File: src/sv/lfu_pkg.sv
// ----------------------------------------------------------------------------
// lfu_pkg: shared definitions of the LFU cache table
// Field widths, register map, operation codes and the command and status
// bundles that join the controller and the datapath.
// ----------------------------------------------------------------------------
package lfu_pkg;

  localparam int KEY_BITS       = 32;
  localparam int VALUE_BITS     = 32;
  localparam int CAP_BITS       = 5;
  localparam int DEF_ENTRIES    = 16;
  localparam int DEF_COUNT_BITS = 16;

  localparam logic [CAP_BITS-1:0] CAP_RESET = 5'd16;

  // APB register map: one 32-bit register per word.
  localparam int APB_ADDR_BITS = 3;
  localparam int APB_DATA_BITS = 32;
  localparam logic [APB_ADDR_BITS-3:0] REG_CAPACITY = 1'b0;

  // What the commit cycle does to the entry table.
  typedef logic [1:0] lfu_op_t;
  localparam lfu_op_t OP_NONE  = 2'd0;
  localparam lfu_op_t OP_HIT   = 2'd1;
  localparam lfu_op_t OP_FILL  = 2'd2;
  localparam lfu_op_t OP_EVICT = 2'd3;

  typedef struct packed {
    logic    load_req;
    logic    pick_slot;
    logic    pick_victim;
    logic    commit;
    lfu_op_t op;
  } lfu_cmd_t;

  typedef struct packed {
    logic hit;
    logic full;
    logic cap_zero;
    logic put;
  } lfu_stat_t;

  // Index width for n entries, at least one bit.
  function automatic int idx_bits(input int n);
    int w;
    w = (n <= 2) ? 1 : $clog2(n);
    return w;
  endfunction

endpackage

File: src/sv/lfu_req_if.sv
// ----------------------------------------------------------------------------
// lfu_req_if: request channel of the LFU cache table
// Valid/ready channel that carries one get or put request per word.
// ----------------------------------------------------------------------------
interface lfu_req_if import lfu_pkg::*; ();

  logic                  valid;
  logic                  ready;
  logic                  command;
  logic [KEY_BITS-1:0]   key;
  logic [VALUE_BITS-1:0] write_value;

  modport source (output valid, output command, output key, output write_value,
                  input ready);
  modport sink   (input valid, input command, input key, input write_value,
                  output ready);

endinterface

File: src/sv/lfu_rsp_if.sv
// ----------------------------------------------------------------------------
// lfu_rsp_if: result channel of the LFU cache table
// Valid/ready channel that carries one result word per request.
// ----------------------------------------------------------------------------
interface lfu_rsp_if import lfu_pkg::*; ();

  logic                  valid;
  logic                  ready;
  logic                  hit;
  logic [VALUE_BITS-1:0] read_value;
  logic                  evicted;
  logic [KEY_BITS-1:0]   evicted_key;

  modport source (output valid, output hit, output read_value, output evicted,
                  output evicted_key, input ready);
  modport sink   (input valid, input hit, input read_value, input evicted,
                  input evicted_key, output ready);

endinterface

File: src/sv/lfu_victim_tree.sv
// ----------------------------------------------------------------------------
// lfu_victim_tree: registered minimum tree for the replacement choice
// Finds the valid entry with the lowest use count, the least recent among
// equal counts. One tree level per cycle; every level of the tree is registered.
// ----------------------------------------------------------------------------
module lfu_victim_tree import lfu_pkg::*; #(
  parameter int ENTRIES    = DEF_ENTRIES,
  parameter int COUNT_BITS = DEF_COUNT_BITS
) (
  input  logic                          clk,
  input  logic [ENTRIES-1:0]            entry_valid,
  input  logic [COUNT_BITS-1:0]         use_count [ENTRIES],
  input  logic [idx_bits(ENTRIES)-1:0]  entry_rank [ENTRIES],
  output logic [idx_bits(ENTRIES)-1:0]  victim_idx
);

  localparam int IDX_BITS = idx_bits(ENTRIES);
  localparam int LEAVES   = 1 << IDX_BITS;

  typedef struct packed {
    logic                  valid;
    logic [COUNT_BITS-1:0] count;
    logic [IDX_BITS-1:0]   rank;
    logic [IDX_BITS-1:0]   idx;
  } node_t;

  node_t node_leaf [LEAVES];
  node_t node_q    [1:LEAVES-1];

  // Prefer b only if it is valid and strictly better than a.
  function automatic node_t pick(input node_t a, input node_t b);
    logic take_b;
    take_b = b.valid && (!a.valid || (b.count < a.count) ||
                         ((b.count == a.count) && (b.rank > a.rank)));
    return take_b ? b : a;
  endfunction

  for (genvar j = 0; j < LEAVES; j++) begin : g_leaf
    if (j < ENTRIES) begin : g_real
      assign node_leaf[j] = '{entry_valid[j], use_count[j], entry_rank[j], IDX_BITS'(j)};
    end else begin : g_pad
      assign node_leaf[j] = '0;
    end
  end

  // Heap layout: node k has children 2k and 2k+1; indexes at or above
  // LEAVES refer to the leaves.
  for (genvar k = 1; k < LEAVES; k++) begin : g_node
    if (2 * k >= LEAVES) begin : g_bottom
      always_ff @(posedge clk) begin
        node_q[k] <= pick(node_leaf[2*k-LEAVES], node_leaf[2*k+1-LEAVES]);
      end
    end else begin : g_inner
      always_ff @(posedge clk) begin
        node_q[k] <= pick(node_q[2*k], node_q[2*k+1]);
      end
    end
  end

  assign victim_idx = node_q[1].idx;

endmodule

File: src/sv/lfu_datapath.sv
// ----------------------------------------------------------------------------
// lfu_datapath: entry table, key compare and result register
// Holds the entries, compares the request key against all of them, picks
// the slot, applies the commit and loads the result word.
// ----------------------------------------------------------------------------
module lfu_datapath import lfu_pkg::*; #(
  parameter int ENTRIES    = DEF_ENTRIES,
  parameter int COUNT_BITS = DEF_COUNT_BITS
) (
  input  logic                  clk,
  input  logic                  rst,
  input  logic [CAP_BITS-1:0]   capacity,
  input  lfu_cmd_t              cmd,
  output lfu_stat_t             stat,
  input  logic                  in_command,
  input  logic [KEY_BITS-1:0]   in_key,
  input  logic [VALUE_BITS-1:0] in_write_value,
  output logic                  out_hit,
  output logic [VALUE_BITS-1:0] out_read_value,
  output logic                  out_evicted,
  output logic [KEY_BITS-1:0]   out_evicted_key
);

  localparam int IDX_BITS  = idx_bits(ENTRIES);
  localparam int USED_BITS = $clog2(ENTRIES + 1);
  localparam int CMP_BITS  = (USED_BITS > CAP_BITS) ? USED_BITS : CAP_BITS;

  logic                  req_cmd;
  logic [KEY_BITS-1:0]   req_key;
  logic [VALUE_BITS-1:0] req_value;

  logic [ENTRIES-1:0]    entry_valid;
  logic [KEY_BITS-1:0]   entry_key   [ENTRIES];
  logic [VALUE_BITS-1:0] entry_value [ENTRIES];
  logic [COUNT_BITS-1:0] use_count   [ENTRIES];
  logic [IDX_BITS-1:0]   entry_rank  [ENTRIES];
  logic [USED_BITS-1:0]  entries_used;

  logic [ENTRIES-1:0]    match_vec;
  logic [IDX_BITS-1:0]   slot;
  logic [IDX_BITS-1:0]   hit_idx;
  logic [IDX_BITS-1:0]   free_idx;
  logic [IDX_BITS-1:0]   victim_idx;
  logic [USED_BITS-1:0]  old_rank;
  logic                  hit_any;

  lfu_victim_tree #(
    .ENTRIES    (ENTRIES),
    .COUNT_BITS (COUNT_BITS)
  ) u_tree (
    .clk         (clk),
    .entry_valid (entry_valid),
    .use_count   (use_count),
    .entry_rank  (entry_rank),
    .victim_idx  (victim_idx)
  );

  // Lowest matching index and lowest free index.
  always_comb begin
    hit_idx  = '0;
    free_idx = '0;
    for (int i = ENTRIES - 1; i >= 0; i--) begin
      if (match_vec[i]) hit_idx = IDX_BITS'(i);
      if (!entry_valid[i]) free_idx = IDX_BITS'(i);
    end
  end

  assign hit_any = |match_vec;

  // A fill takes the next rank below all held entries.
  assign old_rank = (cmd.op == OP_FILL) ? entries_used : USED_BITS'(entry_rank[slot]);

  always_comb begin
    stat.hit      = hit_any;
    stat.put      = req_cmd;
    stat.cap_zero = (capacity == '0);
    stat.full     = (CMP_BITS'(entries_used) >= CMP_BITS'(capacity)) ||
                    (entries_used == USED_BITS'(ENTRIES));
  end

  always_ff @(posedge clk) begin
    for (int i = 0; i < ENTRIES; i++) begin
      match_vec[i] <= entry_valid[i] && (entry_key[i] == req_key);
    end
  end

  always_ff @(posedge clk) begin
    if (rst) begin
      entry_valid  <= '0;
      entries_used <= '0;
    end else if (cmd.commit && (cmd.op != OP_NONE)) begin
      entry_valid[slot] <= 1'b1;
      if (cmd.op == OP_FILL) entries_used <= entries_used + USED_BITS'(1);
    end
  end

  always_ff @(posedge clk) begin
    if (cmd.load_req) begin
      req_cmd   <= in_command;
      req_key   <= in_key;
      req_value <= in_write_value;
    end
    if (cmd.pick_slot) begin
      slot <= hit_any ? hit_idx : free_idx;
    end else if (cmd.pick_victim) begin
      slot <= victim_idx;
    end
    if (cmd.commit) begin
      out_hit         <= (cmd.op == OP_HIT);
      out_read_value  <= ((cmd.op == OP_HIT) && !req_cmd) ? entry_value[slot] : '0;
      out_evicted     <= (cmd.op == OP_EVICT);
      out_evicted_key <= (cmd.op == OP_EVICT) ? entry_key[slot] : '0;
      if (cmd.op != OP_NONE) begin
        for (int i = 0; i < ENTRIES; i++) begin
          if (IDX_BITS'(i) == slot) begin
            entry_rank[i] <= '0;
            if (cmd.op == OP_HIT) begin
              if (req_cmd) entry_value[i] <= req_value;
              if (!(&use_count[i])) use_count[i] <= use_count[i] + COUNT_BITS'(1);
            end else begin
              entry_key[i]   <= req_key;
              entry_value[i] <= req_value;
              use_count[i]   <= COUNT_BITS'(1);
            end
          end else if (entry_valid[i] && (USED_BITS'(entry_rank[i]) < old_rank)) begin
            entry_rank[i] <= entry_rank[i] + IDX_BITS'(1);
          end
        end
      end
    end
  end

endmodule

File: src/sv/lfu_ctrl.sv
// ----------------------------------------------------------------------------
// lfu_ctrl: request sequencer of the LFU cache table
// Steps one request through compare, decision, victim search and commit,
// and owns the valid bit of the result register.
// ----------------------------------------------------------------------------
module lfu_ctrl import lfu_pkg::*; #(
  parameter int ENTRIES = DEF_ENTRIES
) (
  input  logic      clk,
  input  logic      rst,
  input  logic      req_valid,
  output logic      req_ready,
  output logic      rsp_valid,
  input  logic      rsp_ready,
  input  lfu_stat_t stat,
  output lfu_cmd_t  cmd
);

  localparam int LEVELS    = idx_bits(ENTRIES);
  localparam int WAIT_BITS = $clog2(LEVELS + 1);

  localparam logic [2:0] S_IDLE   = 3'd0;
  localparam logic [2:0] S_MATCH  = 3'd1;
  localparam logic [2:0] S_DECIDE = 3'd2;
  localparam logic [2:0] S_SEARCH = 3'd3;
  localparam logic [2:0] S_COMMIT = 3'd4;

  logic [2:0]           state;
  logic [2:0]           state_next;
  lfu_op_t              op;
  lfu_op_t              op_next;
  logic [WAIT_BITS-1:0] wait_cnt;
  logic [WAIT_BITS-1:0] wait_cnt_next;
  logic                 out_valid;
  logic                 out_free;

  assign out_free  = !out_valid || rsp_ready;
  assign req_ready = (state == S_IDLE);
  assign rsp_valid = out_valid;

  always_comb begin
    state_next    = state;
    op_next       = op;
    wait_cnt_next = wait_cnt;
    cmd           = '0;
    cmd.op        = op;
    case (state)
      S_IDLE: begin
        if (req_valid) begin
          cmd.load_req = 1'b1;
          state_next   = S_MATCH;
        end
      end
      S_MATCH: begin
        state_next = S_DECIDE;
      end
      S_DECIDE: begin
        cmd.pick_slot = 1'b1;
        if (stat.hit) begin
          op_next    = OP_HIT;
          state_next = S_COMMIT;
        end else if (!stat.put || stat.cap_zero) begin
          op_next    = OP_NONE;
          state_next = S_COMMIT;
        end else if (!stat.full) begin
          op_next    = OP_FILL;
          state_next = S_COMMIT;
        end else begin
          op_next       = OP_EVICT;
          wait_cnt_next = '0;
          state_next    = S_SEARCH;
        end
      end
      S_SEARCH: begin
        if (wait_cnt == WAIT_BITS'(LEVELS - 1)) begin
          cmd.pick_victim = 1'b1;
          state_next      = S_COMMIT;
        end else begin
          wait_cnt_next = wait_cnt + WAIT_BITS'(1);
        end
      end
      S_COMMIT: begin
        if (out_free) begin
          cmd.commit = 1'b1;
          state_next = S_IDLE;
        end
      end
      default: begin
        state_next = S_IDLE;
      end
    endcase
  end

  always_ff @(posedge clk) begin
    if (rst) begin
      state     <= S_IDLE;
      op        <= OP_NONE;
      wait_cnt  <= '0;
      out_valid <= 1'b0;
    end else begin
      state    <= state_next;
      op       <= op_next;
      wait_cnt <= wait_cnt_next;
      if (cmd.commit) begin
        out_valid <= 1'b1;
      end else if (rsp_ready) begin
        out_valid <= 1'b0;
      end
    end
  end

endmodule

File: src/sv/lfu_cache_table_top.sv
// ----------------------------------------------------------------------------
// lfu_cache_table_top: key-value cache with LFU replacement, LRU tie break
// Each request word is a get or a put and gives exactly one result word
// (hit flag, value read, eviction flag and evicted key). Requests are
// handled one at a time: a get, a put that hits, or a put that fills a free
// slot goes from acceptance to the result register through accept, key
// compare against all entries, decision and commit. A put that misses while
// the table is full (at least capacity_in_use entries or all ENTRIES held)
// and capacity_in_use is not zero also waits for the registered minimum tree
// that picks the victim, one level per cycle. The result register
// separates the two channels, so the next request word is accepted while
// the previous result word still waits to be taken; a commit waits only if
// that register is still full. The entry table sits in flip-flops, valid
// bits are cleared by reset and no clearing pass is needed.
// capacity_in_use lives at byte address 0 and must only be written while
// no request is in flight.
// ----------------------------------------------------------------------------
module lfu_cache_table_top import lfu_pkg::*; #(
  parameter int ENTRIES    = DEF_ENTRIES,
  parameter int COUNT_BITS = DEF_COUNT_BITS
) (
  input  logic                     clk,
  input  logic                     rst,
  lfu_req_if.sink                  req,
  lfu_rsp_if.source                rsp,
  input  logic                     psel,
  input  logic                     penable,
  input  logic                     pwrite,
  input  logic [APB_ADDR_BITS-1:0] paddr,
  input  logic [APB_DATA_BITS-1:0] pwdata,
  output logic [APB_DATA_BITS-1:0] prdata,
  output logic                     pready
);

  logic [CAP_BITS-1:0]   capacity;
  logic                  reg_sel;
  lfu_cmd_t              cmd;
  lfu_stat_t             stat;
  logic                  req_ready;
  logic                  rsp_valid;
  logic                  dp_hit;
  logic [VALUE_BITS-1:0] dp_read_value;
  logic                  dp_evicted;
  logic [KEY_BITS-1:0]   dp_evicted_key;

  // Configuration port. The register is selected by the word address;
  // the byte offset bits are ignored.
  assign pready  = 1'b1;
  assign reg_sel = (paddr[APB_ADDR_BITS-1:2] == REG_CAPACITY);
  assign prdata  = reg_sel ? APB_DATA_BITS'(capacity) : '0;

  always_ff @(posedge clk) begin
    if (rst) begin
      capacity <= CAP_RESET;
    end else if (psel && penable && pwrite && pready && reg_sel) begin
      capacity <= pwdata[CAP_BITS-1:0];
    end
  end

  lfu_ctrl #(
    .ENTRIES (ENTRIES)
  ) u_ctrl (
    .clk       (clk),
    .rst       (rst),
    .req_valid (req.valid),
    .req_ready (req_ready),
    .rsp_valid (rsp_valid),
    .rsp_ready (rsp.ready),
    .stat      (stat),
    .cmd       (cmd)
  );

  lfu_datapath #(
    .ENTRIES    (ENTRIES),
    .COUNT_BITS (COUNT_BITS)
  ) u_datapath (
    .clk             (clk),
    .rst             (rst),
    .capacity        (capacity),
    .cmd             (cmd),
    .stat            (stat),
    .in_command      (req.command),
    .in_key          (req.key),
    .in_write_value  (req.write_value),
    .out_hit         (dp_hit),
    .out_read_value  (dp_read_value),
    .out_evicted     (dp_evicted),
    .out_evicted_key (dp_evicted_key)
  );

  assign req.ready       = req_ready;
  assign rsp.valid       = rsp_valid;
  assign rsp.hit         = dp_hit;
  assign rsp.read_value  = dp_read_value;
  assign rsp.evicted     = dp_evicted;
  assign rsp.evicted_key = dp_evicted_key;

  // A commit never overwrites a result word that is still waiting.
  a_commit_free: assert property (@(posedge clk) disable iff (rst)
    cmd.commit |-> (!rsp_valid || rsp.ready))
    else $error("commit while the result register is occupied");

  // Every commit shows up as a result word in the next cycle.
  a_commit_shows: assert property (@(posedge clk) disable iff (rst)
    cmd.commit |=> rsp_valid)
    else $error("commit did not produce a result word");

  // An accepted request always passes through the key compare first.
  a_no_fast_commit: assert property (@(posedge clk) disable iff (rst)
    (req.valid && req_ready) |=> !cmd.commit)
    else $error("commit in the cycle after acceptance");

  // Eviction only happens on a miss with the table at capacity.
  a_evict_full: assert property (@(posedge clk) disable iff (rst)
    (cmd.commit && (cmd.op == OP_EVICT)) |-> (stat.full && !stat.hit && !stat.cap_zero))
    else $error("eviction without a full table");

endmodule

File: src/flat_wrapper.sv
// flat-port wrapper written by rule: the top's interface ports become plain ports
module lfu_cache_table_top_flat import lfu_pkg::*;
#(
  parameter int ENTRIES    = DEF_ENTRIES,
  parameter int COUNT_BITS = DEF_COUNT_BITS
)
  (clk, rst, psel, penable, pwrite, paddr, pwdata, prdata, pready, req_valid, req_command, req_key, req_write_value, req_ready, rsp_valid, rsp_hit, rsp_read_value, rsp_evicted, rsp_evicted_key, rsp_ready);
  lfu_req_if req_i ();
  lfu_rsp_if rsp_i ();
  input  logic clk;
  input  logic rst;
  input  logic psel;
  input  logic penable;
  input  logic pwrite;
  input  logic [APB_ADDR_BITS-1:0] paddr;
  input  logic [APB_DATA_BITS-1:0] pwdata;
  output logic [APB_DATA_BITS-1:0] prdata;
  output logic pready;
  input wire logic [$bits(req_i.valid)-1:0] req_valid;
  input wire logic [$bits(req_i.command)-1:0] req_command;
  input wire logic [$bits(req_i.key)-1:0] req_key;
  input wire logic [$bits(req_i.write_value)-1:0] req_write_value;
  output wire logic [$bits(req_i.ready)-1:0] req_ready;
  output wire logic [$bits(rsp_i.valid)-1:0] rsp_valid;
  output wire logic [$bits(rsp_i.hit)-1:0] rsp_hit;
  output wire logic [$bits(rsp_i.read_value)-1:0] rsp_read_value;
  output wire logic [$bits(rsp_i.evicted)-1:0] rsp_evicted;
  output wire logic [$bits(rsp_i.evicted_key)-1:0] rsp_evicted_key;
  input wire logic [$bits(rsp_i.ready)-1:0] rsp_ready;
  assign req_i.valid = req_valid;
  assign req_i.command = req_command;
  assign req_i.key = req_key;
  assign req_i.write_value = req_write_value;
  assign req_ready = req_i.ready;
  assign rsp_valid = rsp_i.valid;
  assign rsp_hit = rsp_i.hit;
  assign rsp_read_value = rsp_i.read_value;
  assign rsp_evicted = rsp_i.evicted;
  assign rsp_evicted_key = rsp_i.evicted_key;
  assign rsp_i.ready = rsp_ready;
  lfu_cache_table_top #(.ENTRIES(ENTRIES), .COUNT_BITS(COUNT_BITS)) u_core (.clk(clk), .rst(rst), .req(req_i), .rsp(rsp_i), .psel(psel), .penable(penable), .pwrite(pwrite), .paddr(paddr), .pwdata(pwdata), .prdata(prdata), .pready(pready));
endmodule
File: config.mk
export PLATFORM = sky130hd
export DESIGN_NAME = lfu_cache_table_top_flat
export DESIGN_NICKNAME = d
export VERILOG_FILES = /design/src/sv/lfu_pkg.sv /design/src/sv/lfu_req_if.sv /design/src/sv/lfu_rsp_if.sv /design/src/sv/lfu_victim_tree.sv /design/src/sv/lfu_datapath.sv /design/src/sv/lfu_ctrl.sv /design/src/sv/lfu_cache_table_top.sv /design/src/flat_wrapper.sv
export SDC_FILE = /design/constraint.sdc
export NUM_CORES = 2
export LEC_CHECK = 0
export BUFFER_PORTS_ARGS = -buffer_cell sky130_fd_sc_hd__buf_2
export CORE_MARGIN = 2
export CORE_UTILIZATION = 33
export DETAILED_ROUTE_END_ITERATION = 7
export GPL_TIMING_DRIVEN = 1
export SLEW_MARGIN = 20
export SYNTH_ARGS = -nofsm -noshare
export SYNTH_HDL_FRONTEND = slang
export SYNTH_HIERARCHICAL = 1
export SYNTH_SLANG_ARGS = --single-unit
File: constraint.sdc
create_clock -name clk -period 10.1 [get_ports clk]
set_clock_uncertainty 0.15 [all_clocks]
set_input_delay 2.525 -clock clk [delete_from_list [all_inputs] [get_ports clk]]
set_output_delay 2.525 -clock clk [all_outputs]
set_load 0.1 [all_outputs]
==> flow_metrics.tcl <==
set metrics [dict create \
    status "complete, no violations" \
    critPathLaunchType "primary input" \
    min_period_ns 5.95 \
    die_h_um 521 \
    critPathMostFrequentCell "buf_2" \
    crit_type "in -> out" \
    seq_area_frac_synth_pct 58.8 \
    cts_tree "done" \
    placed_area_um2 93100 \
    postCtsSetupBuffers 0 \
    die_area_um2 271000 \
    vias_per_cell 5.18 \
    finalSetupViolations 0 \
    gp_congestion 0.880 \
    pre_cts_slack_ns 4.15 \
    ys_async_sr_fraction_pct 0 \
    core_um2 265000 \
    cts_root_buf "clkbuf_16" \
    whs_ns 0.291 \
    wl_mm 239 \
    rsz0062_at_grt "no" \
    htreeDepth 4 \
    num_io_pins 208 \
    leakagePower_uw 0.0345 \
    yosysWarnings 6 \
    drv_cap 0 \
    drtIter0Drc 4584 \
    final_net_count 6883 \
    max_freq_ghz 0.168 \
    area_growth_pct 13.5 \
    synthFlopType "edfxtp_1" \
    hold_viol 0 \
    slowest_delay_ns 0.42 \
    cp_num_cells 3 \
    synth_area_um2 88100 \
    setup_slack_ns 4.15 \
    vias 52246 \
    r2r_end "u_core/u_datapath/out_read_value[22]$_SDFFCE_PN0P_" \
    fin_tns_setup_ns 0 \
    cts_resized 0 \
    r2r_cells 7 \
    die_x_um 521 \
    relSlewSlack_pct 24.5 \
    clk_pin_slew_worst_paths_ns 0.06 \
    critPathArrivalTime_ns 3.27 \
    required_ns 7.43 \
    synth_edf_count 1479 \
    layout-drive-gt1-share_pct 18.7 \
    synth.avg_cell_area_um2 14.3 \
    post-route-period-util_pct 58.9 \
    power_uw 16300 \
    r2r_slack_ns 4.91 \
    ant_nets 0 \
    critPathLaunch "paddr[2]" \
    drc 0 \
    worst_pin_slew_ns 1.13 \
    report.final.slew_viol_count 0 \
    cp_num_buf_inv 2 \
    netlist_instances 6175 \
    port_buffers 150 \
    yosysUniqueCellTypes 78 \
    grt_pass1_vias 52400 \
    irDropWorstVdd_mv 0.184 \
    cp_slowest_cell "buf_2" \
    worstHoldPathType "reg -> reg" \
    holdBufCountCts 0 \
    grt_max_degree 142 \
    cp_max_fo 6 \
    layout_common_cells "edfxtp_1 (1479), xnor2_1 (452), ha_1 (389), dfxtp_1 (371), inv_1 (358)" \
    clockBufferDepth 3 \
    critical_path.top_delay_family "buffers and inverters" \
    grt_pass1_wl_mm 350 \
    num_rows 189 \
    cts_sinks 1850 \
    gr-usage-all-layers_pct 17.3 \
    p_per_area_nw_per_um2 163 \
    cts_buffers 196 \
    path_cells "buf_2, and2b_2, buf_2" \
    antenna_found_initial 18 \
    start_util_pct 33.2 \
    grt-ovfl-total 0 \
    wire_per_inst_um 23.7 \
    worst_setup_path_end_kind "primary output" \
    synth-seq-cells 1850 \
    final_common_cell "edfxtp_1" \
    dpl.hpwl_mm 161 \
    fin_area_um2 100000 \
    first_pass_iters 6 \
    insertion_delay_ns 0.87 \
    crit_end "prdata[2]" \
    rr_startpoint "u_core/u_datapath/slot[0]$_DFFE_PP_" \
]
## synthesized netlist by cell type (52+ instances only)
library cell / count / share of area [%]
a21oi_1: 181 / 1.0
and2_1: 84 / 0.60
and3_1: 66 / 0.47
buf_2: 52 / 0.30
clkbuf_1: 134 / 0.57
dfxtp_1: 371 / 8.4
edfxtp_1: 1479 / 50
ha_1: 389 / 5.5
inv_1: 359 / 1.5
mux2_2: 215 / 2.7
mux2_4: 76 / 1.3
mux4_1: 64 / 1.9
mux4_2: 272 / 7.0
nand2_1: 203 / 0.86
nand3_1: 165 / 0.94
nand4_1: 223 / 1.6
nor2_1: 368 / 1.6
nor2b_1: 80 / 0.57
nor4_1: 66 / 0.47
o21ai_0: 100 / 0.57
xnor2_1: 452 / 4.5
xor2_1: 285 / 2.8
## metal layers
layer | share of wire [%] | GRT usage, % | up-vias
met5 | 0.014 | 0 | -
met4 | 3.6 | 6.53 | 6
met3 | 6.3 | 2.92 | 374
met2 | 48 | 28.4 | 1642
met1 | 42 | 22.8 | 26671
li1 | - | - | 23553
## layout make-up
type | instances | area, µm²
Clock inverter | 101 | 1040
Sequential cell | 1850 | 51800
Clock buffer | 264 | 5560
Antenna cell | 6 | 15.0
Inverter | 360 | 1350
Tap cell | 3533 | 4420
Multi-Input combinational cell | 3706 | 33800
Fill cell | 24838 | 165000
Timing Repair Buffer | 273 | 1950
## cells by family (layout without fill, tap and decap cells)
kind of cell,Yosys count,count (layout),share of synthesized area [%]
AO/OA/AOI/OAI,474,474,3.35
XOR/XNOR,737,737,7.33
adder cells (fa/ha/maj),389,389,5.52
buffers and inverters,645,998,3.38
flip-flops,1850,1850,58.8
multiplexers,639,639,13.0
other,2,34,0.00852
AND/OR/NAND/NOR,1439,1439,8.54
## stage by stage
stage                     utilization, %  instances
after floorplan                        -       6201
after global placement              35.0       9704
after detailed placement            35.1       9710
after CTS                           37.6      10075
after global routing                37.7      10088
final                               37.7      10093
## state kept, by name, indices dropped and copies added (netlist names)
register and flops:
u_core/u_datapath/out_hit 1, u_core/u_datapath/entry_value 512, u_core/u_datapath/req_value 32, u_core/capacity 5
u_core/u_datapath/out_read_value 32, u_core/u_datapath/out_evicted_key 32, u_core/u_datapath/entry_rank 64, u_core/u_datapath/u_tree/node_q 320
u_core/u_datapath/entry_valid 16, u_core/u_datapath/req_key 32, u_core/u_datapath/slot 4, u_core/u_ctrl/op 2
u_core/u_datapath/entries_used 5, u_core/u_ctrl/rsp_valid 1, u_core/u_ctrl/wait_cnt 3, u_core/u_datapath/req_cmd 1
u_core/u_datapath/match_vec 16, u_core/u_datapath/entry_key 512, u_core/u_datapath/out_evicted 1, u_core/u_datapath/use_count 256
u_core/u_ctrl/state 3
## worst min path at each step
stage | from | to | cells past startpoint | slack [ns]
floorplan | u_core/u_datapath/u_tree/node_q[0][50]$_DFF_P_ | u_core/u_datapath/u_tree/node_q[0][0]$_DFF_P_ | 1 | 0.28
global placement | u_core/u_datapath/u_tree/node_q[0][300]$_DFF_P_ | u_core/u_datapath/u_tree/node_q[0][125]$_DFF_P_ | 1 | 0.29
detailed placement | u_core/u_datapath/u_tree/node_q[0][101]$_DFF_P_ | u_core/u_datapath/u_tree/node_q[0][26]$_DFF_P_ | 1 | 0.29
CTS | u_core/u_datapath/u_tree/node_q[0][300]$_DFF_P_ | u_core/u_datapath/u_tree/node_q[0][125]$_DFF_P_ | 1 | 0.29
global route | u_core/u_datapath/u_tree/node_q[0][300]$_DFF_P_ | u_core/u_datapath/u_tree/node_q[0][125]$_DFF_P_ | 1 | 0.29
finish | u_core/u_datapath/u_tree/node_q[0][300]$_DFF_P_ | u_core/u_datapath/u_tree/node_q[0][125]$_DFF_P_ | 1 | 0.29
## report_power, final
| group | total (µW) | switching (µW) | internal, µW |
|---|---|---|---|
| clock network | 7310 | 3100 | 4210 |
| logic | 654 | 450 | 204 |
| registers | 8300 | 46.8 | 8250 |
| total | 16300 | 3600 | 12700 |
## worst reg2reg max path, delay by kind of cell (launching register included)
kind | cells | cell delay, ns
buffers and inverters | 4 | 3.05
DFF | 1 | 0.37
muxes | 2 | 1.18
and+or+nand+nor | 1 | 0.16
Note: power is estimated with default switching activity, not from simulation.
